$ cat src/rtl/bhp_pkg.sv
`default_nettype none

package bhp_pkg;

  // Built depth of the pool and the widths that follow from it
  localparam int POOL_DEPTH = 64;
  localparam int SLOT_W     = $clog2(POOL_DEPTH);
  localparam int CNT_W      = $clog2(POOL_DEPTH + 1);

  localparam int ID_W       = 32;
  localparam int CMD_W      = 3;
  localparam int CAP_W      = 7;
  localparam int CFG_IDX_W  = 2;
  localparam int CFG_DATA_W = 32;

  localparam logic [CMD_W-1:0] CMD_ACQUIRE = 3'd0;
  localparam logic [CMD_W-1:0] CMD_FIND    = 3'd1;
  localparam logic [CMD_W-1:0] CMD_RELEASE = 3'd2;
  localparam logic [CMD_W-1:0] CMD_FLUSH   = 3'd3;
  localparam logic [CMD_W-1:0] CMD_INIT    = 3'd4;

  localparam logic [CFG_IDX_W-1:0] REG_CAPACITY = 2'd0;
  localparam logic [CFG_IDX_W-1:0] REG_BASE     = 2'd1;

  localparam logic [CAP_W-1:0] CAP_RESET  = 7'd64;
  localparam logic [ID_W-1:0]  BASE_RESET = 32'd1;

  // Source of the result fields
  typedef enum logic [1:0] {
    RES_NONE = 2'd0,
    RES_DONE = 2'd1,
    RES_ACQ  = 2'd2,
    RES_FIND = 2'd3
  } res_e;

  typedef struct packed {
    logic latch;
    logic acq_rd;
    logic acq_wr;
    logic scan;
    logic rel_rd;
    logic rel_wr;
    logic flush;
    logic clr_used;
    logic init;
    logic fin;
    res_e res;
  } ctrl_t;

  typedef struct packed {
    logic can_acq;
    logic used_empty;
    logic scan_hit;
    logic scan_end;
  } status_t;

endpackage

`default_nettype wire

$ cat src/rtl/bhp_ctrl.sv
`default_nettype none

module bhp_ctrl (
  input  logic                    clk_i,
  input  logic                    rst_ni,
  input  logic                    start,
  input  logic [bhp_pkg::CMD_W-1:0] command_i,
  input  bhp_pkg::status_t        status_i,
  output bhp_pkg::ctrl_t          ctrl_o,
  output logic                    busy
);
  import bhp_pkg::*;

  typedef enum logic [6:0] {
    S_IDLE     = 7'b0000001,
    S_ACQ      = 7'b0000010,
    S_FIND     = 7'b0000100,
    S_REL_SCAN = 7'b0001000,
    S_REL_RD   = 7'b0010000,
    S_REL_WR   = 7'b0100000,
    S_FLUSH    = 7'b1000000
  } state_e;

  state_e state_q, state_d;

  always_comb begin
    state_d = state_q;
    ctrl_o  = '0;
    ctrl_o.res = RES_NONE;
    case (state_q)
      S_IDLE: begin
        if (start) begin
          ctrl_o.latch = 1'b1;
          case (command_i)
            CMD_ACQUIRE: begin
              if (status_i.can_acq) begin
                ctrl_o.acq_rd = 1'b1;
                state_d = S_ACQ;
              end else begin
                ctrl_o.fin = 1'b1;
              end
            end
            CMD_FIND: begin
              if (status_i.used_empty) ctrl_o.fin = 1'b1;
              else state_d = S_FIND;
            end
            CMD_RELEASE: begin
              if (status_i.used_empty) ctrl_o.fin = 1'b1;
              else state_d = S_REL_SCAN;
            end
            CMD_FLUSH: begin
              if (status_i.used_empty) begin
                ctrl_o.fin = 1'b1;
                ctrl_o.res = RES_DONE;
              end else begin
                state_d = S_FLUSH;
              end
            end
            CMD_INIT: begin
              ctrl_o.init = 1'b1;
              ctrl_o.fin  = 1'b1;
              ctrl_o.res  = RES_DONE;
            end
            default: ctrl_o.fin = 1'b1;
          endcase
        end
      end
      S_ACQ: begin
        ctrl_o.acq_wr = 1'b1;
        ctrl_o.fin    = 1'b1;
        ctrl_o.res    = RES_ACQ;
        state_d = S_IDLE;
      end
      S_FIND: begin
        ctrl_o.scan = 1'b1;
        if (status_i.scan_hit) begin
          ctrl_o.fin = 1'b1;
          ctrl_o.res = RES_FIND;
          state_d = S_IDLE;
        end else if (status_i.scan_end) begin
          ctrl_o.fin = 1'b1;
          state_d = S_IDLE;
        end
      end
      S_REL_SCAN: begin
        ctrl_o.scan = 1'b1;
        if (status_i.scan_hit) begin
          state_d = S_REL_RD;
        end else if (status_i.scan_end) begin
          ctrl_o.fin = 1'b1;
          state_d = S_IDLE;
        end
      end
      S_REL_RD: begin
        ctrl_o.rel_rd = 1'b1;
        state_d = S_REL_WR;
      end
      S_REL_WR: begin
        ctrl_o.rel_wr = 1'b1;
        ctrl_o.fin    = 1'b1;
        ctrl_o.res    = RES_DONE;
        state_d = S_IDLE;
      end
      S_FLUSH: begin
        ctrl_o.flush = 1'b1;
        if (status_i.scan_end) begin
          ctrl_o.clr_used = 1'b1;
          ctrl_o.fin      = 1'b1;
          ctrl_o.res      = RES_DONE;
          state_d = S_IDLE;
        end
      end
      default: state_d = S_IDLE;
    endcase
  end

  always_ff @(posedge clk_i or negedge rst_ni) begin
    if (!rst_ni) begin
      state_q <= S_IDLE;
    end else begin
      state_q <= state_d;
    end
  end

  assign busy = (state_q != S_IDLE);

endmodule

`default_nettype wire

$ cat src/rtl/bhp_datapath.sv
`default_nettype none

module bhp_datapath (
  input  logic                          clk_i,
  input  logic                          rst_ni,
  input  logic                          cfg_we_i,
  input  logic [bhp_pkg::CFG_IDX_W-1:0]  cfg_idx_i,
  input  logic [bhp_pkg::CFG_DATA_W-1:0] cfg_wdata_i,
  input  logic [bhp_pkg::ID_W-1:0]       handle_id_i,
  input  bhp_pkg::ctrl_t                ctrl_i,
  output bhp_pkg::status_t              status_o,
  output logic                          done_o,
  output logic                          ok_o,
  output logic [bhp_pkg::ID_W-1:0]       out_id_o,
  output logic [bhp_pkg::SLOT_W-1:0]     slot_index_o,
  output logic [bhp_pkg::CNT_W-1:0]      used_total_o,
  output logic [bhp_pkg::CNT_W-1:0]      free_total_o
);
  import bhp_pkg::*;

  localparam logic [CNT_W-1:0] DEPTH_CNT = CNT_W'(POOL_DEPTH);

  // Configuration
  logic [CAP_W-1:0] cap_q;
  logic [ID_W-1:0]  base_q;

  // Counters and per-entry valid bits of the free stack
  logic [CNT_W-1:0]      free_depth_q, free_depth_d;
  logic [CNT_W-1:0]      used_depth_q, used_depth_d;
  logic [POOL_DEPTH-1:0] free_vld_q, free_vld_d;

  // Memories
  logic [SLOT_W-1:0] free_mem [POOL_DEPTH];
  logic [SLOT_W-1:0] used_mem [POOL_DEPTH];

  logic [SLOT_W-1:0] free_rd_q, free_rd_addr_q;
  logic              free_rd_vld_q;
  logic [SLOT_W-1:0] used_rd_q;

  // Scan pipeline
  logic [ID_W-1:0]   id_q;
  logic [CNT_W-1:0]  rd_idx_q, rd_idx_d;
  logic              cmp_vld_q, cmp_vld_d;
  logic [SLOT_W-1:0] cmp_idx_q, cmp_idx_d;
  logic [SLOT_W-1:0] hit_pos_q, hit_slot_q;

  logic              scan_go, hit;
  logic [CNT_W-1:0]  used_last, free_top, init_depth;
  logic [SLOT_W-1:0] acq_slot;

  logic              used_re, used_we;
  logic [SLOT_W-1:0] used_raddr, used_waddr, used_wdata;
  logic              push_en, free_we;
  logic [SLOT_W-1:0] push_slot;

  // Result
  logic              res_ok;
  logic [ID_W-1:0]   res_id;
  logic [SLOT_W-1:0] res_slot;
  logic              done_q, ok_q;
  logic [ID_W-1:0]   out_id_q;
  logic [SLOT_W-1:0] slot_q;
  logic [CNT_W-1:0]  used_tot_q, free_tot_q;

  assign used_last  = used_depth_q - CNT_W'(1);
  assign free_top   = free_depth_q - CNT_W'(1);
  assign init_depth = (32'(cap_q) > 32'(POOL_DEPTH)) ? DEPTH_CNT : CNT_W'(cap_q);
  assign acq_slot   = free_rd_vld_q ? free_rd_q : free_rd_addr_q;
  assign hit        = cmp_vld_q && ((base_q + ID_W'(used_rd_q)) == id_q);
  assign scan_go    = (ctrl_i.scan || ctrl_i.flush) && (rd_idx_q < used_depth_q);

  assign status_o.can_acq    = (free_depth_q != '0) && (used_depth_q < DEPTH_CNT);
  assign status_o.used_empty = (used_depth_q == '0);
  assign status_o.scan_hit   = hit;
  assign status_o.scan_end   = !cmp_vld_q && (rd_idx_q >= used_depth_q);

  always_comb begin
    free_depth_d = free_depth_q;
    used_depth_d = used_depth_q;
    free_vld_d   = free_vld_q;
    rd_idx_d     = rd_idx_q;
    cmp_vld_d    = 1'b0;
    cmp_idx_d    = cmp_idx_q;
    used_re      = 1'b0;
    used_raddr   = rd_idx_q[SLOT_W-1:0];
    used_we      = 1'b0;
    used_waddr   = used_depth_q[SLOT_W-1:0];
    used_wdata   = acq_slot;
    push_en      = 1'b0;
    push_slot    = used_rd_q;

    if (ctrl_i.latch) rd_idx_d = '0;

    // Issue one used-list read per cycle, compare it the cycle after
    if (scan_go) begin
      used_re   = 1'b1;
      cmp_vld_d = 1'b1;
      cmp_idx_d = rd_idx_q[SLOT_W-1:0];
      rd_idx_d  = rd_idx_q + CNT_W'(1);
    end

    if (ctrl_i.rel_rd) begin
      used_re    = 1'b1;
      used_raddr = used_last[SLOT_W-1:0];
    end

    if (ctrl_i.acq_wr) begin
      used_we      = 1'b1;
      used_depth_d = used_depth_q + CNT_W'(1);
      free_depth_d = free_top;
    end

    // Move the last entry into the hole and return the freed slot
    if (ctrl_i.rel_wr) begin
      used_we      = 1'b1;
      used_waddr   = hit_pos_q;
      used_wdata   = used_rd_q;
      used_depth_d = used_last;
      push_en      = 1'b1;
      push_slot    = hit_slot_q;
    end

    if (ctrl_i.flush && cmp_vld_q) push_en = 1'b1;

    if (ctrl_i.clr_used) used_depth_d = '0;

    if (ctrl_i.init) begin
      free_vld_d   = '0;
      free_depth_d = init_depth;
      used_depth_d = '0;
    end

    free_we = push_en && (free_depth_q < DEPTH_CNT);
    if (free_we) begin
      free_vld_d[free_depth_q[SLOT_W-1:0]] = 1'b1;
      free_depth_d = free_depth_q + CNT_W'(1);
    end
  end

  always_comb begin
    case (ctrl_i.res)
      RES_ACQ: begin
        res_ok   = 1'b1;
        res_id   = base_q + ID_W'(acq_slot);
        res_slot = acq_slot;
      end
      RES_FIND: begin
        res_ok   = 1'b1;
        res_id   = id_q;
        res_slot = used_rd_q;
      end
      RES_DONE: begin
        res_ok   = 1'b1;
        res_id   = '0;
        res_slot = '0;
      end
      default: begin
        res_ok   = 1'b0;
        res_id   = '0;
        res_slot = '0;
      end
    endcase
  end

  always_ff @(posedge clk_i or negedge rst_ni) begin
    if (!rst_ni) begin
      cap_q        <= CAP_RESET;
      base_q       <= BASE_RESET;
      free_depth_q <= DEPTH_CNT;
      used_depth_q <= '0;
      free_vld_q   <= '0;
      rd_idx_q     <= '0;
      cmp_vld_q    <= 1'b0;
      done_q       <= 1'b0;
    end else begin
      if (cfg_we_i) begin
        if (cfg_idx_i == REG_CAPACITY) cap_q <= cfg_wdata_i[CAP_W-1:0];
        if (cfg_idx_i == REG_BASE)     base_q <= cfg_wdata_i[ID_W-1:0];
      end
      free_depth_q <= free_depth_d;
      used_depth_q <= used_depth_d;
      free_vld_q   <= free_vld_d;
      rd_idx_q     <= rd_idx_d;
      cmp_vld_q    <= cmp_vld_d;
      done_q       <= ctrl_i.fin;
    end
  end

  always_ff @(posedge clk_i) begin
    if (ctrl_i.latch) id_q <= handle_id_i;
    cmp_idx_q <= cmp_idx_d;
    if (ctrl_i.scan && hit) begin
      hit_pos_q  <= cmp_idx_q;
      hit_slot_q <= used_rd_q;
    end
    if (ctrl_i.fin) begin
      ok_q       <= res_ok;
      out_id_q   <= res_id;
      slot_q     <= res_slot;
      used_tot_q <= used_depth_d;
      free_tot_q <= free_depth_d;
    end
  end

  // Free stack memory
  always_ff @(posedge clk_i) begin
    if (ctrl_i.acq_rd) begin
      free_rd_q      <= free_mem[free_top[SLOT_W-1:0]];
      free_rd_vld_q  <= free_vld_q[free_top[SLOT_W-1:0]];
      free_rd_addr_q <= free_top[SLOT_W-1:0];
    end
    if (free_we) free_mem[free_depth_q[SLOT_W-1:0]] <= push_slot;
  end

  // Used list memory
  always_ff @(posedge clk_i) begin
    if (used_re) used_rd_q <= used_mem[used_raddr];
    if (used_we) used_mem[used_waddr] <= used_wdata;
  end

  assign done_o       = done_q;
  assign ok_o         = ok_q;
  assign out_id_o     = out_id_q;
  assign slot_index_o = slot_q;
  assign used_total_o = used_tot_q;
  assign free_total_o = free_tot_q;

endmodule

`default_nettype wire

$ cat src/rtl/buffer_handle_pool.sv
`default_nettype none

// Handle pool: a free stack and an unordered used list of slots, ids counted
// from base_id. Issue a command by raising start while busy is low; that edge
// takes the beat with command_i and handle_id_i. busy stays high until the
// command completes, and done_o then pulses for one cycle with the result on
// ok_o, out_id_o, slot_index_o, used_total_o and free_total_o. The receiver
// cannot stall: sample the result in the done_o cycle. A new command may be
// issued in that same cycle.
// Init, unknown commands, a failed acquire, and a flush or any search of an
// empty list complete without leaving idle; acquire passes through S_ACQ. Find
// and release scan the used list up to the match, release then reading the
// last entry and moving it into the hole; a miss of either, and a flush, scan
// the whole used list. The single read port of the used-list memory, read one
// entry a cycle, sets the search and flush length.
// Write pool_capacity (index 0) and base_id (index 1) through cfg_we_i while
// idle; capacity takes effect at the next init, base at once.
// Reset leaves a full free stack of the built depth, an empty used list,
// capacity 64 and base 1; no clearing pass is needed.
module buffer_handle_pool (
  input  logic                          clk_i,
  input  logic                          rst_ni,
  input  logic                          start,
  output logic                          busy,
  input  logic [bhp_pkg::CMD_W-1:0]      command_i,
  input  logic [bhp_pkg::ID_W-1:0]       handle_id_i,
  input  logic                          cfg_we_i,
  input  logic [bhp_pkg::CFG_IDX_W-1:0]  cfg_idx_i,
  input  logic [bhp_pkg::CFG_DATA_W-1:0] cfg_wdata_i,
  output logic                          done_o,
  output logic                          ok_o,
  output logic [bhp_pkg::ID_W-1:0]       out_id_o,
  output logic [bhp_pkg::SLOT_W-1:0]     slot_index_o,
  output logic [bhp_pkg::CNT_W-1:0]      used_total_o,
  output logic [bhp_pkg::CNT_W-1:0]      free_total_o
);
  import bhp_pkg::*;

  ctrl_t   ctrl;
  status_t status;

  // Sequence each command; the controller sees start, the command and status flags only
  bhp_ctrl u_ctrl (
    .clk_i     (clk_i),
    .rst_ni    (rst_ni),
    .start     (start),
    .command_i (command_i),
    .status_i  (status),
    .ctrl_o    (ctrl),
    .busy      (busy)
  );

  // Hold the stack, the list, the counters and the result registers
  bhp_datapath u_datapath (
    .clk_i        (clk_i),
    .rst_ni       (rst_ni),
    .cfg_we_i     (cfg_we_i),
    .cfg_idx_i    (cfg_idx_i),
    .cfg_wdata_i  (cfg_wdata_i),
    .handle_id_i  (handle_id_i),
    .ctrl_i       (ctrl),
    .status_o     (status),
    .done_o       (done_o),
    .ok_o         (ok_o),
    .out_id_o     (out_id_o),
    .slot_index_o (slot_index_o),
    .used_total_o (used_total_o),
    .free_total_o (free_total_o)
  );

endmodule

`default_nettype wire

$ cat config.mk
export PLATFORM = sky130hd
export DESIGN_NAME = buffer_handle_pool
export DESIGN_NICKNAME = d
export VERILOG_FILES = /design/src/rtl/bhp_pkg.sv /design/src/rtl/bhp_ctrl.sv /design/src/rtl/bhp_datapath.sv /design/src/rtl/buffer_handle_pool.sv
export SDC_FILE = /design/constraint.sdc
export NUM_CORES = 1
export LEC_CHECK = 0
export ABC_AREA = 1
export BUFFER_PORTS_ARGS = -buffer_cell sky130_fd_sc_hd__buf_2
export CORE_MARGIN = 1
export CORE_UTILIZATION = 62
export DETAILED_ROUTE_END_ITERATION = 8
export PLACE_DENSITY = 0.79
export SLEW_MARGIN = 30
export SYNTH_ARGS = -nofsm -noshare
export SYNTH_HDL_FRONTEND = slang
export SYNTH_HIERARCHICAL = 1
export SYNTH_SLANG_ARGS = --single-unit
$ cat constraint.sdc
create_clock -name clk_i -period 5.4 [get_ports clk_i]
set_input_delay 0.81 -clock clk_i [delete_from_list [all_inputs] [get_ports clk_i]]
set_output_delay 0.81 -clock clk_i [all_outputs]
set_load 0.1 [all_outputs]
==> results of run 1 <==
worst max-delay path, delay by kind of cell (launching register included):
family	cells	cell delay, ns
and+or+nand+nor	13	2.28
buffers and inverters	3	0.92
adders and majority gates	2	0.76
DFF	1	0.44
AOI/OAI and AO/OA	1	0.09
through the flow:
| stage | util [%] | total power [uW] |
|---|---|---|
| floorplan | - | 16600 |
| global placement | 64.8 | 19000 |
| detailed placement | 64.8 | 19200 |
| CTS | 69.6 | 26200 |
| global route | 69.6 | 27500 |
| finish | 69.6 | 26400 |
kinds of logic (layout without fill, tap and decap cells):
group	count (synthesis)	in the layout	share of synthesized area, %
compound gates	938	938	12.7
simple gates	1345	1345	12.9
buf+inv	464	589	4.25
flops	1023	1023	68.3
fa+ha+maj	27	27	0.802
mux	12	12	0.307
xor+xnor	37	37	0.768
layout make-up:
cell class / instances / share of cell area [%]
sequential: 1023 / 61.6
tap: 940 / 2.41
clock buffer: 117 / 5.34
inverter: 236 / 1.84
multi-input combinational: 2359 / 25.2
timing repair buffer: 172 / 2.10
clock inverter: 64 / 1.53
state kept, by name, summed over array words and instances, names as in the netlist, 32 cells and up:
register	cells
u_datapath/out_id_o	32
u_datapath/free_mem	384
u_datapath/used_mem	384
u_datapath/base_q	32
u_datapath/free_vld_q	64
u_datapath/id_q	32
metal layers:
metal / GRT usage, % / share of wire [%] / vias up
met5: 0 / 0.018 / -
met4: 10.8 / 3.3 / 2
met3: 5.16 / 10 / 281
met2: 48.9 / 47 / 1875
met1: 44.0 / 39 / 15000
li1: - / - / 14000
final timing paths:
path,slack [ns],startpoint,to
max,0.76,u_datapath/used_rd_q[0],u_datapath/out_id_o[12]
min,0.26,rst_ni,u_datapath/free_vld_q[20]
max reg2reg,0.76,u_datapath/used_rd_q[0],u_datapath/out_id_o[12]
min reg2reg,0.42,u_datapath/cmp_idx_q[1],u_datapath/hit_pos_q[1]
max in group asynchronous,4.04,rst_ni,u_ctrl/state_q[0]
min in group clk_i,0.32,handle_id_i[8],u_datapath/id_q[8]
power by group:
part / switching [uW] / internal [uW]
Sequential: 527 / 9470
Clock: 2960 / 4100
Combinational: 7020 / 2310
Total: 10500 / 15900
cells in the final DEF (no fill, tap or decap), types with 11 or more instances in the layout:
| cell type | Yosys | final |
|---|---|---|
| nor3_1 | 21 | 18 |
| buf_4 | 11 | 40 |
| nor2_2 | 12 | 12 |
| ha_1 | 25 | 24 |
| o21ai_0 | 540 | 528 |
| a21oi_1 | 64 | 64 |
| inv_1 | 219 | 216 |
| o22ai_1 | 87 | 87 |
| xor2_1 | 28 | 27 |
| clkbuf_16 | 0 | 101 |
| nand2_1 | 382 | 381 |
| clkinv_2 | 0 | 23 |
| inv_2 | 14 | 14 |
| o221ai_1 | 148 | 148 |
| or2_2 | 11 | 11 |
| nor2_1 | 621 | 621 |
| mux2_2 | 12 | 12 |
| edfxtp_1 | 890 | 890 |
| clkinv_1 | 1 | 21 |
| bufinv_16 | 0 | 13 |
| dfrtp_1 | 129 | 128 |
| nand4_1 | 28 | 28 |
| clkbuf_1 | 139 | 14 |
| o21ai_1 | 16 | 16 |
| o21ai_4 | 1 | 14 |
| buf_2 | 62 | 126 |
| o211ai_1 | 59 | 59 |
| nand3_1 | 237 | 236 |
==> flow_summary.json, run 1 <==
{
  "slew-limit-headroom_pct": 30.1,
  "start_util_pct": 62.7,
  "rsz0062_at_grt": "no",
  "cp-end-kind": "register",
  "worst_pin_slew_ns": 1.05,
  "gp_congestion": 0.964,
  "worst_path_most_repeated_cell": "nand2_1",
  "grt-ovfl-total": 0,
  "rr_worst_depth": 19,
  "rows": 97,
  "slew_viol_final": 0,
  "numClockSinks": 1023,
  "drive_gt1_share_pct": 10.8,
  "async_reset_ff_share_pct": 13.0,
  "fin_nets": 3991,
  "fp.dieArea_um2": 72000,
  "clock_skew_ns": 0.0484,
  "yosys_warnings": 6,
  "synth_cell_types": 52,
  "cp_max_fo": 20,
  "die_h_um": 268,
  "netlist_top_cells_count": "edfxtp_1, nor2_1, o21ai_0",
  "start_kind": "register",
  "drtPass1Iterations": 6,
  "seq_area_um2": 30100,
  "clock.fmax_mhz": 215,
  "fin_crit_sh_pct": 86.0,
  "cts_buffers": 99,
  "place_inst": 4730,
  "wire_per_inst_um": 22.8,
  "post-synth-top-count-cell": "edfxtp_1",
  "fin_cells": 4911,
  "avgViaCountPerCell": 6.34,
  "synth_edf_count": 890,
  "drtAntennaViolNets": 0,
  "drc": 0,
  "path_clk_slew_ns": 0.06,
  "grt_pass1_wl_um": 170000,
  "place_hpwl_um": 67700,
  "synth_seq_cells": 1023,
  "netlist_instances": 3846,
  "hold_slack_ns": 0.256,
  "fill_cells": 4943,
  "clock_tree.buffer_depth": 3,
  "postRouteWirelength_um": 112000,
  "grt_pass1_vias": 29400,
  "hold_path.class": "in -> async",
  "cts_tree": "yes",
  "postSynthAreaPerCell_um2": 11.4,
  "core_um2": 70100,
  "grt_usage_pct": 31.0,
  "hold_viol_final": 0,
  "fin_ws_ns": 0.757,
  "vias": 31100,
  "leakage_uw": 0.0172,
  "synthesis.nets": 3946,
  "powerDensity_nw_per_um2": 541,
  "diodes": 0,
  "critical_path.cell_chain": "ha_1 -> fa_1 -> nand2_1 -> nand3_1 -> nand2_1 -> o21ai_0 -> nor2_1 -> nand3_1 -> nor2_1 -> nand4_1 -> nor2_1 -> inv_1 -> nor2_1 -> inv_1 -> nand4_1 -> nand2_1 -> inv_1 -> nand2_1 -> nand2_1",
  "synth_top_area_share_pct": 60.7,
  "period_minus_slack_ns": 4.64,
  "cts_root_buffer": "clkbuf_16",
  "syn_area_um2": 44000,
  "placed_cell_area_um2": 45400,
  "drv_cap": 0,
  "run_status": "finished clean",
  "max_stage_delay_ns": 0.75,
  "pre_cts_slack_ns": 0.852,
  "areaGrowthSynthToFinish_pct": 10.9,
  "synthFlopType": "edfxtp_1",
  "ys_seq_area_share_pct": 68.3,
  "grt_max_degree": 117,
  "worstPathRequired_ns": 5.92,
  "grt_antenna_before_repair": 1,
  "synth_largest_area_cell": "edfxtp_1",
  "synthTopCellsByArea": "edfxtp_1, dfrtp_1, o21ai_0, nor2_1, nand2_1",
  "portBuffers": 127,
  "worst_ir_drop_vdd_mv": 0.566,
  "cp.arrival_ns": 5.16,
  "drt_iter0_markers": 4466,
  "final_area_um2": 48800,
  "setup-violations-final": 0,
  "insertion_delay_ns": 0.68,
  "postCtsSetupBuffers": 0,
  "final.setup.tns_ns": 0,
  "critical_path_class": "reg -> reg",
  "dieWidth_um": 268,
  "htreeDepth": 3,
  "hold_buffers": 0,
  "multi_input_area_um2": 12300,
  "io-pin-count": 128,
  "crit_slowest_cell": "inv_1",
  "cts.repair.resized": 0
}
No activity file was read; power rests on OpenSTA's default activity.
==> inputs of run 2 (changes only) <==
==> constraint.sdc (replaced) <==
create_clock -name clk_i -period 5.2 [get_ports clk_i]
set_input_delay 0.78 -clock clk_i [delete_from_list [all_inputs] [get_ports clk_i]]
set_output_delay 0.78 -clock clk_i [all_outputs]
set_load 0.1 [all_outputs]
==> run 2 against run 1 <==
Clock skew down 0.018 ns. Sequential share of layout area up 0.21 points. Core utilization down 0.24 points. Critical path type unchanged. Largest power group unchanged.
==> flow_summary.json, run 2 (synthesis results as in run 1) <==
{
  "grt_max_degree": 252,
  "cp-startpoint": "u_datapath/used_rd_q[0]",
  "grt_pass1_vias": 29700,
  "avgViaCountPerCell": 6.40,
  "final_area_um2": 48600,
  "die_h_um": 268,
  "vias": 31500,
  "layout_common_cells": "edfxtp_1, nor2_1, o21ai_0",
  "core_um2": 70100,
  "portBuffers": 127,
  "io-pin-count": 128,
  "insertion_delay_ns": 0.68,
  "postRouteWirelength_um": 112000,
  "gp_congestion": 0.941,
  "reg2reg_to": "u_datapath/out_id_o[6]",
  "worst_pin_slew_ns": 1.01,
  "worst_ir_drop_vdd_mv": 0.502,
  "numClockSinks": 1023,
  "areaGrowthSynthToFinish_pct": 10.6,
  "diodes": 0,
  "critical_path.cell_chain": "ha_1 -> fa_1 -> nand2_1 -> nand3_1 -> nand2_1 -> o21ai_0 -> nor2_1 -> nand3_1 -> nor2_1 -> nand4_1 -> nor2_1 -> inv_1 -> nor2_1 -> inv_1 -> nand4_1 -> nand2_1 -> inv_1 -> nand2_1 -> o21ai_0",
  "setup-violations-final": 0,
  "cp_max_fo": 20,
  "slew-limit-headroom_pct": 32.4,
  "rows": 97,
  "start_util_pct": 62.7,
  "htreeDepth": 3,
  "rsz0062_at_grt": "no",
  "drtPass1Iterations": 6,
  "max_stage_delay_ns": 0.74,
  "cts_root_buffer": "clkbuf_16",
  "clock_skew_ns": 0.0302,
  "drv_cap": 0,
  "leakage_uw": 0.0171,
  "drt_iter0_markers": 4357,
  "hold_viol_final": 0,
  "fin_nets": 3998,
  "cp.arrival_ns": 5.07,
  "powerDensity_nw_per_um2": 555,
  "hold_buffers": 0,
  "run_status": "finished clean",
  "cts_tree": "yes",
  "drtAntennaViolNets": 0,
  "postCtsSetupBuffers": 0,
  "path_buf_inv": 3,
  "clock_tree.buffer_depth": 3,
  "crit_slowest_cell": "inv_1",
  "drive_gt1_share_pct": 10.5,
  "hold_slack_ns": 0.233,
  "fin_crit_sh_pct": 88.0,
  "clock.fmax_mhz": 218,
  "period_minus_slack_ns": 4.58,
  "cts_buffers": 99,
  "grt_antenna_before_repair": 2,
  "grt_usage_pct": 31.0,
  "cp-end-kind": "register",
  "r2r_start": "u_datapath/used_rd_q[0]",
  "reg2reg_slack_ns": 0.62,
  "hold_path.class": "in -> async",
  "critical_path_class": "reg -> reg",
  "layout_commonest_cell": "edfxtp_1",
  "cts.repair.resized": 0,
  "grt-ovfl-total": 0,
  "dieWidth_um": 268,
  "fp.dieArea_um2": 72000,
  "grt_pass1_wl_um": 170000,
  "placed_cell_area_um2": 45500,
  "rr_worst_depth": 19,
  "start_kind": "register",
  "worstPathRequired_ns": 5.69,
  "final.setup.tns_ns": 0,
  "path_clk_slew_ns": 0.06,
  "slew_viol_final": 0,
  "place_hpwl_um": 67500,
  "drc": 0,
  "crit_family": "simple AND/OR/NAND/NOR gates",
  "wire_per_inst_um": 22.7
}
[run 2: cell types whose count changed in the layout (fill, tap and decap cells not counted), sizes merged]
| cell | change |
|---|---|
| clkbuf | +14 |
| bufinv | -9 |
| buf | +7 |
| clkinv | -5 |
| clkinvlp | +2 |
| inv | -2 |
[run 2: report_power, final]
part,leakage (uW),internal [uW],switching [uW]
registers,0.00971,9840,471
logic,0.00591,2470,7420
clock network,0.00149,3800,3020
total,0.0171,16100,10900
[run 2: how the worst max path moves through the flow]
stage,end,slack [ns],cells past startpoint
floorplan,u_datapath/free_total_o[0],0.76,19
global placement,u_datapath/out_id_o[9],0.95,19
detailed placement,u_datapath/out_id_o[6],0.73,21
CTS,u_datapath/out_id_o[6],0.72,19
global route,u_datapath/out_id_o[8],0.12,19
finish,u_datapath/out_id_o[6],0.62,19
[run 2: stage by stage]
| stage | std cells | power, uW | setup slack (ns) | utilization [%] |
|---|---|---|---|---|
| after floorplan | 3846 | 17200 | 0.764 | - |
| after global placement | 4736 | 19800 | 0.947 | 64.9 |
| after detailed placement | 4736 | 20000 | 0.733 | 64.9 |
| after CTS | 4917 | 26800 | 0.720 | 69.3 |
| after global routing | 4918 | 28100 | 0.116 | 69.3 |
| final | 4918 | 27000 | 0.622 | 69.3 |
[run 2: final cells by class]
cell class / count / area, um2
Inverter: 236 / 900
Timing Repair Buffer: 179 / 1130
Fill cell: 4849 / 21500
Multi-Input combinational cell: 2359 / 12300
Clock inverter: 50 / 430
Sequential cell: 1023 / 30100
Clock buffer: 131 / 2650
Tap cell: 940 / 1180
[run 2: per-layer routing]
layer  global-route usage [%]  wire [um]  vias up
li1                         -          -    14000
met1                     44.1      44000    15100
met2                     48.8      51900     2086
met3                     4.79      11900      286
met4                     11.5       3980        0
met5                        0          0        -
